### config.mk
export PLATFORM = sky130hd
export DESIGN_NAME = pseudocolor_ramp_colormap_core
export DESIGN_NICKNAME = d
export VERILOG_FILES = /design/src/hw/rtl/prcm_pkg.sv /design/src/hw/rtl/prcm_ramp.sv /design/src/hw/rtl/pseudocolor_ramp_colormap_core.sv
export VERILOG_INCLUDE_DIRS = /design/src /design/src/hw/rtl
export SDC_FILE = /design/constraint.sdc
export NUM_CORES = 2
export LEC_CHECK = 0
export ABC_AREA = 1
export BUFFER_PORTS_ARGS = -buffer_cell sky130_fd_sc_hd__buf_2
export CORE_MARGIN = 1
export CORE_UTILIZATION = 55
export DETAILED_ROUTE_END_ITERATION = 12
export PLACE_DENSITY = 0.71
export SETUP_SLACK_MARGIN = 0.15
export SLEW_MARGIN = 20
export SYNTH_ARGS = -nofsm -noshare
export SYNTH_HDL_FRONTEND = slang
export SYNTH_HIERARCHICAL = 1
export SYNTH_SLANG_ARGS = --single-unit
### constraint.sdc
create_clock -name clk -period 9.7 [get_ports clk]
set_input_delay 1.94 -clock clk [delete_from_list [all_inputs] [get_ports clk]]
set_output_delay 1.94 -clock clk [all_outputs]
set_load 0.03 [all_outputs]
### src/hw/rtl/pseudocolor_ramp_colormap_core_defines.svh
// ----------------------------------------------------------------------------
// Pseudocolor ramp colormap: assertion macros
// Shared concurrent assertion forms, clocked on clk and disabled in reset.
// ----------------------------------------------------------------------------
`ifndef PSEUDOCOLOR_RAMP_COLORMAP_CORE_DEFINES_SVH
`define PSEUDOCOLOR_RAMP_COLORMAP_CORE_DEFINES_SVH

// Whenever ante holds at a clock edge, cons must hold at the same edge.
`define PRCM_ASSERT_IMPL(label, ante, cons) \
  label: assert property (@(posedge clk) disable iff (rst) (ante) |-> (cons)) \
    else $error("pseudocolor ramp colormap assertion failed");

// The expression must hold at every clock edge outside reset.
`define PRCM_ASSERT_ALWAYS(label, expr) \
  label: assert property (@(posedge clk) disable iff (rst) (expr)) \
    else $error("pseudocolor ramp colormap assertion failed");

`endif

### src/hw/rtl/prcm_pkg.sv
// ----------------------------------------------------------------------------
// Pseudocolor ramp colormap package
// Fixed-point format, channel ramp starts and configuration register indexes.
// ----------------------------------------------------------------------------
`default_nettype none

package prcm_pkg;

  localparam int FRAC_BITS = 16;

  localparam int RED_START   = 50;
  localparam int GREEN_START = 16;
  localparam int BLUE_START  = 0;

  localparam int CFG_INDEX_BITS = 2;
  localparam int CFG_DATA_BITS  = 32;

  typedef logic [CFG_INDEX_BITS-1:0] cfg_index_t;
  typedef logic [CFG_DATA_BITS-1:0]  cfg_data_t;

  localparam cfg_index_t CFG_BLACK_LEVEL   = 2'd0;
  localparam cfg_index_t CFG_INDEX_SCALE   = 2'd1;
  localparam cfg_index_t CFG_COLOUR_STEPS  = 2'd2;
  localparam cfg_index_t CFG_LOCATION_STEP = 2'd3;

endpackage

`default_nettype wire

### src/hw/rtl/prcm_ramp.sv
// ----------------------------------------------------------------------------
// Pseudocolor ramp colormap: channel ramp
// Two register stages that turn a Q.16 location into one 8-bit channel:
// a slope-of-ten ramp from START, folded down above 255 and clamped at zero,
// optionally inverted.
// ----------------------------------------------------------------------------
`default_nettype none

module prcm_ramp #(
  parameter int LOC_BITS = 40,
  parameter int START    = 0,
  parameter bit INVERT   = 1'b0
) (
  input  wire logic                clk,
  input  wire logic [LOC_BITS-1:0] loc,
  output logic      [7:0]          chan
);
  import prcm_pkg::*;

  localparam int RAMP_BITS = LOC_BITS + 4;

  localparam logic [LOC_BITS-1:0]  START_Q = LOC_BITS'(START) << FRAC_BITS;
  localparam logic [RAMP_BITS-1:0] FULL_Q  = RAMP_BITS'(255) << FRAC_BITS;
  localparam logic [RAMP_BITS-1:0] TOP_Q   = RAMP_BITS'(512) << FRAC_BITS;

  logic [RAMP_BITS-1:0] ramp_next;
  logic [RAMP_BITS-1:0] ramp_q;
  logic [7:0]           chan_next;

  // Stage A: (loc - start) * 10 as a shift-and-add, zero below the start.
  always_comb begin
    logic [RAMP_BITS-1:0] diff;
    diff = {4'b0, loc - START_Q};
    if (loc > START_Q) begin
      ramp_next = (diff << 3) + (diff << 1);
    end else begin
      ramp_next = '0;
    end
  end

  always_ff @(posedge clk) begin
    ramp_q <= ramp_next;
  end

  // Stage B: fold above full scale, then invert if asked, then take the
  // integer part.
  always_comb begin
    logic [RAMP_BITS-1:0] folded;
    logic [RAMP_BITS-1:0] shaped;
    if (ramp_q > FULL_Q) begin
      folded = (ramp_q >= TOP_Q) ? '0 : TOP_Q - ramp_q;
    end else begin
      folded = ramp_q;
    end
    if (INVERT) begin
      shaped = (folded >= FULL_Q) ? '0 : FULL_Q - folded;
    end else begin
      shaped = folded;
    end
    chan_next = shaped[FRAC_BITS+7:FRAC_BITS];
  end

  always_ff @(posedge clk) begin
    chan <= chan_next;
  end

endmodule

`default_nettype wire

### src/hw/rtl/pseudocolor_ramp_colormap_core.sv
// ----------------------------------------------------------------------------
// Pseudocolor ramp colormap core
// Maps monochrome pixels to RGB false color with arithmetic ramps, no table.
// ----------------------------------------------------------------------------
// The core takes one pixel in every clock cycle (busy is always low) and
// delivers its color on red, green and blue with done high for a single
// cycle. The color passes through six register stages: offset,
// offset-by-scale multiply, round and clamp, index-by-step multiply, ramp,
// and fold. The receiver cannot stall, and none is needed. Configuration
// registers are written through cfg_we, cfg_index and cfg_data and should
// only change while no pixel is in flight.
`default_nettype none

`include "pseudocolor_ramp_colormap_core_defines.svh"

module pseudocolor_ramp_colormap_core #(
  parameter int PIXEL_BITS = 16,
  parameter int INDEX_BITS = 16
) (
  input  wire logic                     clk,
  input  wire logic                     rst,
  input  wire logic                     start,
  output logic                          busy,
  input  wire logic [PIXEL_BITS-1:0]    pixel,
  output logic                          done,
  output logic      [7:0]               blue,
  output logic      [7:0]               green,
  output logic      [7:0]               red,
  input  wire logic                     cfg_we,
  input  wire prcm_pkg::cfg_index_t     cfg_index,
  input  wire prcm_pkg::cfg_data_t      cfg_data
);
  import prcm_pkg::*;

  localparam int DEPTH     = 6;
  localparam int PROD_BITS = PIXEL_BITS + 32;
  localparam int IDXW_BITS = PROD_BITS + 1 - FRAC_BITS;
  localparam int LOC_BITS  = INDEX_BITS + 24;

  localparam logic [PROD_BITS:0]   ROUND_HALF = (PROD_BITS+1)'(1) << (FRAC_BITS - 1);
  localparam logic [INDEX_BITS-1:0] IDX_MAX   = '1;

  // Configuration registers.
  logic [15:0] black_level;
  logic [31:0] index_scale;
  logic [16:0] colour_steps;
  logic [23:0] location_step;

  always_ff @(posedge clk) begin
    if (rst) begin
      black_level   <= 16'd0;
      index_scale   <= 32'd65536;
      colour_steps  <= 17'd5000;
      location_step <= 24'd1311;
    end else if (cfg_we) begin
      unique case (cfg_index)
        CFG_BLACK_LEVEL:   black_level   <= cfg_data[15:0];
        CFG_INDEX_SCALE:   index_scale   <= cfg_data[31:0];
        CFG_COLOUR_STEPS:  colour_steps  <= cfg_data[16:0];
        CFG_LOCATION_STEP: location_step <= cfg_data[23:0];
        default: ;
      endcase
    end
  end

  assign busy = 1'b0;

  logic accept;
  assign accept = start && !busy;

  // Valid bits, one per stage.
  logic [DEPTH-1:0] vld;

  always_ff @(posedge clk) begin
    if (rst) begin
      vld <= '0;
    end else begin
      vld <= {vld[DEPTH-2:0], accept};
    end
  end

  assign done = vld[DEPTH-1];

  // Stage 1: offset above black level, zero when the pixel is not above it.
  logic [16:0]           pix_ext;
  logic [PIXEL_BITS-1:0] offset_next;
  logic [PIXEL_BITS-1:0] offset_q;

  assign pix_ext = 17'(pixel);

  always_comb begin
    logic [16:0] diff;
    diff = pix_ext - {1'b0, black_level};
    offset_next = (pix_ext > {1'b0, black_level}) ? diff[PIXEL_BITS-1:0] : '0;
  end

  always_ff @(posedge clk) begin
    offset_q <= offset_next;
  end

  // Stage 2: offset times Q16.16 scale.
  logic [PROD_BITS-1:0] prod_q;

  always_ff @(posedge clk) begin
    prod_q <= PROD_BITS'(offset_q) * PROD_BITS'(index_scale);
  end

  // Stage 3: round half up, saturate to the index range, clamp below steps.
  logic [16:0]           limit;
  logic [INDEX_BITS-1:0] idx_next;
  logic [INDEX_BITS-1:0] idx_q;

  assign limit = (colour_steps == 17'd0) ? 17'd0 : colour_steps - 17'd1;

  always_comb begin
    logic [PROD_BITS:0]    rounded;
    logic [IDXW_BITS-1:0]  idx_wide;
    logic [INDEX_BITS-1:0] idx_sat;
    logic [16:0]           idx_ext;
    rounded  = {1'b0, prod_q} + ROUND_HALF;
    idx_wide = rounded[PROD_BITS:FRAC_BITS];
    if (idx_wide > IDXW_BITS'(IDX_MAX)) begin
      idx_sat = IDX_MAX;
    end else begin
      idx_sat = idx_wide[INDEX_BITS-1:0];
    end
    idx_ext = 17'(idx_sat);
    if (idx_ext > limit) begin
      idx_next = limit[INDEX_BITS-1:0];
    end else begin
      idx_next = idx_sat;
    end
  end

  always_ff @(posedge clk) begin
    idx_q <= idx_next;
  end

  // Stage 4: location in Q24.16, nominally on the 0..100 scale, kept at full width.
  logic [LOC_BITS-1:0] loc_q;

  always_ff @(posedge clk) begin
    loc_q <= LOC_BITS'(idx_q) * LOC_BITS'(location_step);
  end

  // Stages 5 and 6: one ramp per channel.
  prcm_ramp #(
    .LOC_BITS (LOC_BITS),
    .START    (BLUE_START),
    .INVERT   (1'b1)
  ) u_ramp_blue (
    .clk  (clk),
    .loc  (loc_q),
    .chan (blue)
  );

  prcm_ramp #(
    .LOC_BITS (LOC_BITS),
    .START    (GREEN_START),
    .INVERT   (1'b0)
  ) u_ramp_green (
    .clk  (clk),
    .loc  (loc_q),
    .chan (green)
  );

  prcm_ramp #(
    .LOC_BITS (LOC_BITS),
    .START    (RED_START),
    .INVERT   (1'b0)
  ) u_ramp_red (
    .clk  (clk),
    .loc  (loc_q),
    .chan (red)
  );

  // A result appears only for an accepted transfer that has passed every stage.
  `PRCM_ASSERT_IMPL(a_done_latency, done, $past(accept, DEPTH))
  // A pixel at or below black level maps to index zero: full blue only.
  `PRCM_ASSERT_IMPL(a_black_color, done && $past(pix_ext <= {1'b0, black_level}, DEPTH),
                    blue == 8'd255 && green == 8'd0 && red == 8'd0)
  // The clamped index never exceeds the configured step count less one (zero when the count is zero).
  `PRCM_ASSERT_ALWAYS(a_index_clamped, !vld[2] || (17'(idx_q) <= limit))

endmodule

`default_nettype wire

# After elaboration in Yosys (flattened, before gate mapping)
# Index checks and enable logic that the tools add are counted.
# word_totals
ff_bits	371
inputBits	54
output_inout_bits	26
# classes
addsub	12
n_mul	2
magnitude_cmp	13
n_eq_ne	3
mux	9
reduce_logical	6
# ops
operator	n
adder 43 x 41 -> 44 bit	3
greater-or-equal comparator 44 x 26 -> 1 bit, second input constant	3
> comparator 44 x 24 -> 1 bit, second input constant	3
2-to-1 mux 24 bit	4
2-to-1 mux 44 bit	2
adder 48 x 16 -> 49 bit, second input constant	1
multiplier 16 x 32 -> 48 bit	1
subtractor 1 x 24 -> 24 bit, first input constant	2
greater-or-equal comparator 44 x 24 -> 1 bit, second input constant	1
subtractor 26 x 44 -> 44 bit, first input constant	1
> comparator 40 x 1 -> 1 bit, second input constant	1
> comparator 40 x 21 -> 1 bit, second input constant	1
> comparator 40 x 22 -> 1 bit, second input constant	1
multiplier 16 x 24 -> 40 bit	1
subtractor 40 x 21 -> 40 bit, second input constant	1
subtractor 40 x 22 -> 40 bit, second input constant	1
> comparator 33 x 16 -> 1 bit, second input constant	1
2-to-1 mux 16 bit	2
subtractor 24 bit, first input constant	1
> comparator 16 x 17 -> 1 bit	1
logical NOT 17 bit	1
2-to-1 mux 17 bit	1
subtractor 17 x 1 -> 17 bit, second input constant	1
> comparator 16 bit	1
other kinds (5)	9

# Longest topological paths before layout
# depth
depth_word	5
ltp_mapped	30
depth_no_buf	28

# By module
# The synthesis kept the hierarchy.
# modules_own_cells
module	n_inst	cells_each	area_per_inst_um2
pseudocolor_ramp_colormap_core	1	5150	38244.2
prcm_ramp (u_ramp_blue)	1	1029	5943.2
prcm_ramp (u_ramp_green)	1	753	4787.1
prcm_ramp (u_ramp_red)	1	764	4733.3

# Worst setup path before layout
# OpenSTA, ideal clock, no wires.
# synth_path
kind	reg-to-reg
from	reg index_scale[24]
to	reg prod_q[44]
arrival_time_ps	5585
t_required_ps	9628
setup_slack_ps	4044
stages_incl_launch_ff	26
n_path_buf	2
period_less_slack_ps	5656
path_cell_list	dfxtp_1 -> clkbuf_1 -> clkbuf_1 -> nand2_1 -> fa_1 -> inv_1 -> fa_1 -> inv_1 -> fa_1 -> inv_1 -> fa_1 -> fa_1 -> inv_1 -> fa_1 -> inv_1 -> ha_1 -> nand2_1 -> nor2_1 -> inv_1 -> nor2_1 -> inv_1 -> nor2_1 -> nand3_1 -> or2_2 -> nand3_1 -> xor2_1
# synth_between
elab_chain_len	1
# synth_lines
item	line	rtl
start, declared	pseudocolor_ramp_colormap_core.sv:45	logic [31:0] index_scale;
start signal, assigned	pseudocolor_ramp_colormap_core.sv:58	CFG_INDEX_SCALE: index_scale <= cfg_data[31:0];
multiplier 16 x 32 -> 48 bit	pseudocolor_ramp_colormap_core.sv:105	prod_q <= PROD_BITS'(offset_q) * PROD_BITS'(index_scale);
end signal, assigned	pseudocolor_ramp_colormap_core.sv:105	
end, declared	pseudocolor_ramp_colormap_core.sv:102	logic [PROD_BITS-1:0] prod_q;
# No other way between the ends.
# A chain may end at the register's enable or synchronous reset.

# Final worst setup path
# layout_path
from	reg location_step[8]
to	reg loc_q[23]
# layout_between
elab_chain_len	1
# layout_lines
item	line	rtl
start, declared	pseudocolor_ramp_colormap_core.sv:47	logic [23:0] location_step;
start signal, assigned	pseudocolor_ramp_colormap_core.sv:60	CFG_LOCATION_STEP: location_step <= cfg_data[23:0];
multiplier 16 x 24 -> 40 bit	pseudocolor_ramp_colormap_core.sv:143	loc_q <= LOC_BITS'(idx_q) * LOC_BITS'(location_step);
end signal, assigned	pseudocolor_ramp_colormap_core.sv:143	
end, declared	pseudocolor_ramp_colormap_core.sv:140	logic [LOC_BITS-1:0] loc_q;
# No other way between the ends.

==> flow_metrics.env <==
export IMPL_outcome="completed"
export IMPL_io_pins=80
export IMPL_synth_distinct_cells=65
export IMPL_critPathKind="reg -> reg"
export IMPL_ys_ff_latch=353
export IMPL_cp_max_fo=17
export IMPL_cap_viol_max_count=0
export IMPL_cts_buffers_inserted=43
export IMPL_clk_path_buf_depth=3
export IMPL_num_rows=114
export IMPL_placedCellCount=8865
export IMPL_slew_violations=0
export IMPL_place_ws_ps=3070
export IMPL_grt_pass1_wl_mm=256
export IMPL_rsz0062_at_grt="no"
export IMPL_fmax_mhz=153
export IMPL_ant_nets=0
export IMPL_drive_gt1_frac=0.0531
export IMPL_cts_tree="done"
export IMPL_hpwl_mm=127
export IMPL_maxSlewHeadroom=0.231
export IMPL_worstSkewPairLatency_ps=620
export IMPL_htreeDepth=2
export IMPL_finalWirelength_mm=160
export IMPL_postSynthCellCount=7696
export IMPL_dieArea_um2=98900
export IMPL_fp_dieH_um=314
export IMPL_vias_per_cell=5.40
export IMPL_grt_max_degree=90
export IMPL_postSynthAreaPerCell_um2=6.98
export IMPL_core_um2=96700
export IMPL_setup_viol=0
export IMPL_finalHoldViolCount=0
export IMPL_start_util=0.555
export IMPL_cp_slowest_cell="dfxtp_1"
export IMPL_netlist_area_um2=53700
export IMPL_fin_crit_sh=0.673
export IMPL_synth_top_area_cell="fa_1"
export IMPL_cts_root_buf="clkbuf_16"
export IMPL_grt_antenna_before_repair=2
export IMPL_timing_hold_ws_ps=403
export IMPL_cpPeakStageDelay_ps=1030
export IMPL_worst_pin_slew_ps=1150
export IMPL_fillers=9278
export IMPL_synth_warnings=6
export IMPL_ys_seq_area_frac=0.132
export IMPL_drt_iter0_drc=3664
export IMPL_die_w_um=314
export IMPL_clkTransAtPathRegs_ps=60
export IMPL_dr_pass1_iters=6
export IMPL_start_kind="flip-flop"
export IMPL_fin_cells=8943
export IMPL_avgRoutedWirePerCell_um=17.9
export IMPL_synth_main_ff_cell="dfxtp_1"
export IMPL_netlist_top_cells_count="1,918 x nand2_1, 1,706 x inv_1, 727 x fa_1"
export IMPL_ys_top_cells_by_area="fa_1 27%, nand2_1 13%, dfxtp_1 13%"
export IMPL_period_minus_slack_ps=6530
export IMPL_tns_ps=0
export IMPL_cp_required_ps=10190
export IMPL_worst_slack_ps=3170
export IMPL_vias=48304
export IMPL_post_cts_resized=0
export IMPL_grt_pass1_vias=48131
export IMPL_place_gp_congestion=0.974
export IMPL_cp_end_kind="flip-flop"
export IMPL_grt_usage=0.328
export IMPL_worstPathArrival_ps=7020
export IMPL_synth_enable_flop_cells=0
export IMPL_yosysMostFrequentCell="nand2_1"
export IMPL_grt_ovfl_total=0
export IMPL_async_flop_share=0
export IMPL_drc=0
export IMPL_fin_skew_ps=32.3
export IMPL_clock_sinks=353
export IMPL_port_buffers=78
export IMPL_syn_nets=8858
export IMPL_crit_chain="nand2_1 -> fa_1 -> inv_1 -> fa_1 -> inv_1 -> fa_1 -> inv_1 -> fa_1 -> fa_1 -> inv_1 -> fa_1 -> inv_1 -> ha_1 -> a21oi_1 -> a21boi_0 -> nand2_1 -> nand2_1 -> nand2_1 -> nand2_1 -> a21o_1 -> nand2_1"
export IMPL_nets=8796
export IMPL_holdBufCountCts=0
export IMPL_post_cts_setup_buffers=0
export IMPL_netlist_area_leader_share=0.271
export IMPL_area_growth_pct=5.46
export IMPL_hold_path_class="reg -> reg"
export IMPL_antennaDiodeCount=0
[metrics by stage]
step                area, µm²   util
finish                  56600  0.586
global route            56600  0.586
CTS                     56600  0.586
detailed placement      55200  0.570
global placement        55200  0.570
floorplan               53700      -
[cell usage in the layout (no fill, tap or decap), types with 30 or more instances in the layout]
master	count
a21o_1	37
a21oi_1	404
buf_2	78
buf_4	57
clkbuf_16	44
dfxtp_1	349
fa_1	727
ha_1	381
inv_1	1705
nand2_1	1918
nand2_2	44
nand3_1	254
nand4_1	67
nor2_1	685
nor2_2	36
nor3_1	72
nor4_1	30
o21a_1	34
o21ai_0	292
o21bai_1	33
xnor2_1	38
xor2_1	109
[final cells by class]
class                      instances  area (µm²)  share of cell area
inverter                        1732        6500               0.115
timing repair buffer             135         818              0.0144
multi-input combinational       5369       39200               0.692
tap                             1276        1600              0.0282
clock inverter                    28         324             0.00572
clock buffer                      50        1150              0.0204
sequential                       353        7070               0.125
[layer usage]
layer | vias to the layer above | GRT usage | part of all wire
li1 | 23090 | - | -
met1 | 22966 | 0.424 | 0.41
met2 | 1877 | 0.550 | 0.47
met3 | 369 | 0.0493 | 0.077
met4 | 2 | 0.127 | 0.039
met5 | - | 0 | 0.000081
[critical path: cells and delay by family (launching register included)]
kind            cells  cell delay (ps)
fa+ha+maj           7             3490
flops               1             1030
compound gates      3              870
simple gates        6              760
buf+inv             5              250
[registers in the layout, indices dropped and copies added, names as in the netlist, 16 cells and up]
name                 flops
u_ramp_red/ramp_q       43
location_step           24
index_scale             32
prod_q                  33
black_level             16
offset_q                16
idx_q                   16
colour_steps            17
u_ramp_green/ramp_q     43
loc_q                   40
u_ramp_blue/ramp_q      43
[cell families after synthesis]
logic type / Yosys count / share of synthesized area
fa+ha+maj: 1108 / 0.360
compound gates: 890 / 0.0919
buf+inv: 1974 / 0.139
flops: 353 / 0.132
xor+xnor: 148 / 0.0243
other cells: 1 / 0.0000698
simple gates: 3222 / 0.253
[final timing paths]
kind         cells after the start  slack, ps   endpoint             start
min                              2        400     vld[4]            vld[3]
max reg2reg                     21       3170  loc_q[23]  location_step[8]
max                             21       3170  loc_q[23]  location_step[8]
min reg2reg                      2        400     vld[4]            vld[3]
Power is not shown: default switching activity piles up to over one toggle a cycle in this logic, so the estimate is an artifact.
